## config.mk

```make
export PLATFORM = sky130hd
export DESIGN_NAME = utf8_stream_decoder
export DESIGN_NICKNAME = d
export VERILOG_FILES = /design/src/sv/u8d_pkg.sv /design/src/sv/utf8_stream_decoder.sv /design/src/sv/u8d_in_reg.sv /design/src/sv/u8d_core.sv /design/src/sv/u8d_out_reg.sv
export SDC_FILE = /design/constraint.sdc
export NUM_CORES = 1
export LEC_CHECK = 0
export ABC_AREA = 1
export BUFFER_PORTS_ARGS = -buffer_cell sky130_fd_sc_hd__clkbuf_2
export CORE_MARGIN = 4
export CORE_UTILIZATION = 50
export CTS_BUF_LIST = sky130_fd_sc_hd__clkbuf_8
export DETAILED_ROUTE_END_ITERATION = 6
export HOLD_SLACK_MARGIN = 0.12
export PLACE_DENSITY = 0.75
export SYNTH_ARGS = -nofsm -noshare
export SYNTH_HDL_FRONTEND = slang
export SYNTH_SLANG_ARGS = --single-unit
```

## constraint.sdc

```tcl
create_clock -name clk -period 2.5 [get_ports clk]
set_clock_uncertainty 0.15 [all_clocks]
set_input_delay 0.25 -clock clk [delete_from_list [all_inputs] [get_ports clk]]
set_output_delay 0.25 -clock clk [all_outputs]
set_load 0.1 [all_outputs]
```

## src/sv/u8d_pkg.sv

```systemverilog
// ----------------------------------------------------------------------------
// u8d_pkg
// Shared types and constants for the UTF-8 stream decoder.
// ----------------------------------------------------------------------------
package u8d_pkg;

  localparam int unsigned CpW    = 21;
  localparam int unsigned CountW = 3;
  localparam int unsigned StatW  = 3;

  localparam logic [CpW-1:0] CP_MAX = 21'h10FFFF;

  typedef enum logic [StatW-1:0] {
    ST_OK        = 3'd0,
    ST_BAD_LEAD  = 3'd1,
    ST_BAD_CONT  = 3'd2,
    ST_ABOVE_MAX = 3'd3,
    ST_TRUNC     = 3'd4
  } status_t;

  typedef struct packed {
    logic [7:0] data_byte;
    logic       end_of_input;
  } in_word_t;

  typedef struct packed {
    logic [CpW-1:0]    code_point;
    logic [CountW-1:0] byte_count;
    status_t           status;
  } res_word_t;

endpackage

```

## src/sv/utf8_stream_decoder.sv

```systemverilog
// ----------------------------------------------------------------------------
// utf8_stream_decoder
// Streaming UTF-8 decoder: bytes in, code points with byte count and
// status out.
// ----------------------------------------------------------------------------
//  channel  | ports                                   | direction
//  ---------+-----------------------------------------+----------
//  input    | in_valid, in_stall, in_data_byte,       | in
//           | in_end_of_input                         |
//  result   | out_valid, out_stall, out_code_point,   | out
//           | out_byte_count, out_status              |
//
// One byte word per clock sustained while the result side does not stall. A byte
// sits in the input register, is decoded against the sequence state and its
// result, if any, lands in the result register, from which it is offered.
// Bytes that only start or extend a sequence give no result word.
// Synchronous active-low reset empties both registers and clears the state.
// A stall on the result side holds the input register only when the byte
// there would produce a result.
// ----------------------------------------------------------------------------
module utf8_stream_decoder (
  input  logic                       clk,
  input  logic                       rst_n,
  input  logic                       in_valid,
  output logic                       in_stall,
  input  logic [7:0]                 in_data_byte,
  input  logic                       in_end_of_input,
  output logic                       out_valid,
  input  logic                       out_stall,
  output logic [u8d_pkg::CpW-1:0]    out_code_point,
  output logic [u8d_pkg::CountW-1:0] out_byte_count,
  output logic [u8d_pkg::StatW-1:0]  out_status
);
  import u8d_pkg::*;

  in_word_t  in_word, word;
  res_word_t res, out_word;
  logic      word_valid, consume, res_valid, out_ready;

  assign in_word = '{data_byte: in_data_byte, end_of_input: in_end_of_input};

  u8d_in_reg u_in (
    .clk        (clk),
    .rst_n      (rst_n),
    .in_valid   (in_valid),
    .in_stall   (in_stall),
    .in_word    (in_word),
    .word_valid (word_valid),
    .word       (word),
    .consume    (consume)
  );

  u8d_core u_core (
    .clk        (clk),
    .rst_n      (rst_n),
    .word_valid (word_valid),
    .word       (word),
    .out_ready  (out_ready),
    .consume    (consume),
    .res_valid  (res_valid),
    .res        (res)
  );

  u8d_out_reg u_out (
    .clk       (clk),
    .rst_n     (rst_n),
    .load      (res_valid),
    .res       (res),
    .out_ready (out_ready),
    .out_valid (out_valid),
    .out_stall (out_stall),
    .out_word  (out_word)
  );

  assign out_code_point = out_word.code_point;
  assign out_byte_count = out_word.byte_count;
  assign out_status     = out_word.status;

endmodule

```

## src/sv/u8d_in_reg.sv

```systemverilog
// ----------------------------------------------------------------------------
// u8d_in_reg
// Input register: captures one byte word and holds it until the decoder
// consumes it.
// ----------------------------------------------------------------------------
module u8d_in_reg (
  input  logic              clk,
  input  logic              rst_n,
  input  logic              in_valid,
  output logic              in_stall,
  input  u8d_pkg::in_word_t in_word,
  output logic              word_valid,
  output u8d_pkg::in_word_t word,
  input  logic              consume
);
  import u8d_pkg::*;

  logic     valid_r, valid_nxt;
  in_word_t word_r, word_nxt;

  assign in_stall = valid_r && !consume;

  always_comb begin
    valid_nxt = valid_r;
    word_nxt  = word_r;
    if (!in_stall) begin
      valid_nxt = in_valid;
      word_nxt  = in_word;
    end
  end

  always_ff @(posedge clk) begin
    if (!rst_n) begin
      valid_r <= 1'b0;
    end else begin
      valid_r <= valid_nxt;
    end
    word_r <= word_nxt;
  end

  assign word_valid = valid_r;
  assign word       = word_r;

endmodule

```

## src/sv/u8d_core.sv

```systemverilog
// ----------------------------------------------------------------------------
// u8d_core
// Sequence state and per-byte decode: lead classification, continuation
// shift, range check and error handling.
// ----------------------------------------------------------------------------
module u8d_core (
  input  logic               clk,
  input  logic               rst_n,
  input  logic               word_valid,
  input  u8d_pkg::in_word_t  word,
  input  logic               out_ready,
  output logic               consume,
  output logic               res_valid,
  output u8d_pkg::res_word_t res
);
  import u8d_pkg::*;

  logic [1:0]        rem_r, rem_nxt;
  logic [CountW-1:0] len_r, len_nxt;
  logic [CpW-1:0]    acc_r, acc_nxt;

  logic [1:0]        rem_d;
  logic [CountW-1:0] len_d;
  logic [CpW-1:0]    acc_d;
  logic [CpW-1:0]    acc_shift;
  logic [7:0]        b;
  logic              has_res;

  assign b         = word.data_byte;
  assign acc_shift = {acc_r[CpW-7:0], b[5:0]};

  always_comb begin
    rem_d   = rem_r;
    len_d   = len_r;
    acc_d   = acc_r;
    has_res = 1'b0;
    res     = '{code_point: '0, byte_count: '0, status: ST_OK};
    if (rem_r == 2'd0) begin
      priority if (!b[7]) begin
        has_res        = 1'b1;
        res.code_point = {{(CpW-7){1'b0}}, b[6:0]};
        res.byte_count = CountW'(1);
      end else if (b[7:5] == 3'b110) begin
        rem_d = 2'd1;
        len_d = CountW'(2);
        acc_d = {{(CpW-5){1'b0}}, b[4:0]};
      end else if (b[7:4] == 4'b1110) begin
        rem_d = 2'd2;
        len_d = CountW'(3);
        acc_d = {{(CpW-4){1'b0}}, b[3:0]};
      end else if (b[7:3] == 5'b11110) begin
        rem_d = 2'd3;
        len_d = CountW'(4);
        acc_d = {{(CpW-3){1'b0}}, b[2:0]};
      end else begin
        has_res    = 1'b1;
        res.status = ST_BAD_LEAD;
      end
      // a multi-byte lead on the last byte is already truncated
      if (b[7:6] == 2'b11 && !has_res && word.end_of_input) begin
        has_res    = 1'b1;
        res.status = ST_TRUNC;
      end
    end else begin
      if (b[7:6] != 2'b10) begin
        has_res    = 1'b1;
        res.status = ST_BAD_CONT;
      end else if (rem_r == 2'd1) begin
        has_res = 1'b1;
        if (acc_shift > CP_MAX) begin
          res.status = ST_ABOVE_MAX;
        end else begin
          res.code_point = acc_shift;
          res.byte_count = len_r;
        end
      end else begin
        rem_d = rem_r - 2'd1;
        acc_d = acc_shift;
        if (word.end_of_input) begin
          has_res    = 1'b1;
          res.status = ST_TRUNC;
        end
      end
    end
    // every result ends the sequence
    if (has_res) begin
      rem_d = 2'd0;
      len_d = '0;
      acc_d = '0;
    end
  end

  assign consume   = word_valid && (!has_res || out_ready);
  assign res_valid = word_valid && has_res;

  always_comb begin
    rem_nxt = rem_r;
    len_nxt = len_r;
    acc_nxt = acc_r;
    if (consume) begin
      rem_nxt = rem_d;
      len_nxt = len_d;
      acc_nxt = acc_d;
    end
  end

  always_ff @(posedge clk) begin
    if (!rst_n) begin
      rem_r <= 2'd0;
      len_r <= '0;
      acc_r <= '0;
    end else begin
      rem_r <= rem_nxt;
      len_r <= len_nxt;
      acc_r <= acc_nxt;
    end
  end

endmodule

```

## src/sv/u8d_out_reg.sv

```systemverilog
// ----------------------------------------------------------------------------
// u8d_out_reg
// Result register: holds one decoded word for the downstream side.
// ----------------------------------------------------------------------------
module u8d_out_reg (
  input  logic               clk,
  input  logic               rst_n,
  input  logic               load,
  input  u8d_pkg::res_word_t res,
  output logic               out_ready,
  output logic               out_valid,
  input  logic               out_stall,
  output u8d_pkg::res_word_t out_word
);
  import u8d_pkg::*;

  logic      valid_r, valid_nxt;
  res_word_t word_r, word_nxt;

  assign out_ready = !valid_r || !out_stall;

  always_comb begin
    valid_nxt = valid_r;
    word_nxt  = word_r;
    if (out_ready) begin
      valid_nxt = load;
      if (load) begin
        word_nxt = res;
      end
    end
  end

  always_ff @(posedge clk) begin
    if (!rst_n) begin
      valid_r <= 1'b0;
    end else begin
      valid_r <= valid_nxt;
    end
    word_r <= word_nxt;
  end

  assign out_valid = valid_r;
  assign out_word  = word_r;

endmodule

```

==> summary.txt <==
Timing
  – Fin crit period: roughly 2.3 ns
  – Rel. slew slack: roughly 63%
  – Worst hold slack: roughly 0.24 ns
  – Fin. Hold Viols: 0
  – Max Slew Vio Count: 0
  – Final setup TNS: 0 ns
  – Final setup violation count: 0
  – FMAX: 0.440 GHz
  – RSZ-0062 raised after global routing: false
  – Tcrit/Tclk final: 90.9%
  – Worst Tran Pin Value: ~0.55 ns

Synth
  – Net count after synthesis: ~280
  – EDFF count, synth: 36
  – Synth area leader: edfxtp_1
  – Asr flop ratio synth: 0%
  – Synth top area cells: edfxtp_1 (45%), dfxtp_1 (18%), nor2_1 (10%)
  – Top_reg_cell synth: edfxtp_1
  – Seq cells post-synth: a little under 60
  – Mapped cell area: about 2400 um2
  – Post-synth top area share: roughly 45%
  – Cells after Synth: between 200 and 300
  – Sequential area share after synthesis: a little over three fifths
  – Distinct cell type count after synthesis: 22
  – Synth Warn #: 0
  – Cell with the most instances after synthesis: nor2_1
  – Syn avg cell area: about 9.3 um2
  – Post-synth top cells: nor2_1 (66), inv_1 (44), nand2_1 (39), edfxtp_1 (36), dfxtp_1 (22)

Worst hold path
  – Tightest Hold Check Type: in2reg

Final layout
  – Area Overhead vs Synth: 25.6%
  – Fin area: 3050 um2
  – Fin util: between 60 and 70%
  – Layout cells sized above 1: a little over a fifth
  – Total Nets Final: approximately 330
  – Ant diodes: 0
  – Finished Layout Cells: ~390

Detailed routing
  – Vias per Instance: between 4 and 5
  – WL/cell: 10.8 um
  – DR pass1 iterations: 4
  – Via count: 1778
  – Final wirelength: approximately 4.2 mm
  – Drt first-iter violations: 104
  – Antenna viol nets, final: 0
  – DR DRC count: 0

Flow run
  – Max-capacitance violation count: 0

Clock network
  – Number of H-tree levels: 3
  – CTS tree: built
  – Root Buffer: clkbuf_8
  – CTS clk-pin slew, worst paths: 0.07 ns
  – TritonCTS sink count: between 50 and 60
  – CTS Buf Count: 9
  – Clk_lat worst skew: between 0.3 and 0.4 ns
  – Max clock buf depth: 2
  – Postcts setup bufs: 0

Power
  – PwrDens: 779 nW/um2
  – Leak: 1.36 nW
  – Max VDD drop: ~0.00044 V

Floorplan
  – DIE WIDTH: between 70 and 80 um
  – Row count: 25
  – Starting density of the core: 51.4%
  – Die area: approximately 6000 um2
  – Die height: just under 80 um
  – Core Area: 4720 um2
  – I/O pins: 42

Placed design
  – Routability-driven placement congestion ratio: ~0.8
  – IO Port Bufs: 41
  – Dpl hpwl: between 2 and 3 mm
  – Placed insts: 365
  – Post-Place Cell Area: 2720 um2

Global route
  – Global-route wire length before repair: approximately 7.5 mm
  – Largest net degree at the start of global routing: 28
  – Vias in the first global route: approximately 1700
  – All-layer global routing usage: approximately 16%
  – GR Overflow Total: 0
  – Initial antenna violation count: 0

Critical path
  – Crit path kind: reg2out
  – Setup crit start kind: flip-flop
  – Crit. End Element: output port
  – Arrival time worst endpoint: around 1.9 ns
  – Worst Path Max Fanout: 14
  – CP required: roughly 2.1 ns

Outcome
  – Status: complete, no violations
==> worst max-delay path: stages, from the launching register on <==
cell and delay [ns]:
edfxtp_1 0.39, inv_1 0.09, nand2_1 0.09, inv_2 0.10, nand3_4 0.16, nand2_2 0.18
inv_1 0.08, nand3_1 0.14, clkinvlp_4 0.13, buf_12 0.17
==> power breakdown <==
group	leakage, nW	internal (mW)	switching [mW]	total, mW
Combinational	0.708	0.0790	0.268	0.347
Sequential	0.540	1.07	0.0266	1.10
Clock	0.113	0.580	0.349	0.929
Total	1.36	1.73	0.643	2.37
==> path summary, 6_finish.rpt <==
kind | to | depth (start not counted) | slack [ns] | from
worst min register to register | u_out.out_valid | 2 | 0.34 | u_out.out_valid
worst max register to register | u_out.out_word[10] | 7 | 0.52 | u_core.rem_r[1]
worst max-delay path | in_stall | 9 | 0.23 | u_in.word[7]
worst min-delay path | u_core.rem_r[1] | 3 | 0.24 | rst_n
==> cell type report <==
cell class	count	area (um2)
Fill cell	388	1670
Sequential cell	58	1520
Multi-Input combinational cell	150	687
Timing Repair Buffer	54	358
Inverter	47	180
Clock buffer	10	138
Tap cell	67	83.8
Clock inverter	6	81.3
==> sequential cells by signal (all words and copies together) (netlist names) <==
signal,flops
u_out.out_valid,1
u_out.out_word,27
u_core.len_r,3
u_core.rem_r,2
u_core.acc_r,15
u_in.word_valid,1
u_in.word,9
==> stage by stage <==
| step | total power, mW | setup slack, ns |
|---|---|---|
| detailed placement | 1.45 | 0.490 |
| CTS | 2.39 | 0.113 |
| finish | 2.37 | 0.227 |
| global placement | 1.45 | 0.559 |
| global route | 2.47 | 0.0542 |
| floorplan | 1.39 | 0.0102 |
==> cell families after synthesis <==
| family | synth area share, % |
|---|---|
| buffers and inverters | 9.23 |
| AO/OA/AOI/OAI | 5.10 |
| flip-flops | 62.7 |
| AND/OR/NAND/NOR | 23.0 |
==> placed cells by master, fill, tap and decap left out, types with 2 or more instances in the layout <==
cell and n:
nand4_1 3, edfxtp_1 36, clkinv_2 2, nand3_4 2, inv_1 44, nor3_1 2
nand2_1 38, a21oi_1 12, buf_12 2, nor2_1 65, nand2_2 2, nand3_1 10
clkinvlp_4 2, clkbuf_8 10, clkbuf_2 40, bufinv_16 2, o21ai_0 4, inv_2 2
o21ai_1 6, dfxtp_1 22, dlygate4sd3_1 11
==> per-layer routing <==
| metal | global-route usage (%) | vias up | wire length [um] |
|---|---|---|---|
| li1 | - | 941 | - |
| met1 | 20.1 | 793 | 1970 |
| met2 | 25.5 | 36 | 2000 |
| met3 | 5.57 | 8 | 196 |
| met4 | 8.01 | 0 | 81 |
| met5 | 0 | - | 0 |
==> timing repair <==
action / CTS / global route
hold buffers: 11 / 0
endpoints found under the hold margin: 11 / 0
gates resized for setup: 0 / 1
endpoints found under the setup margin: 0 / 1
Power figures use the tool's default switching activity.
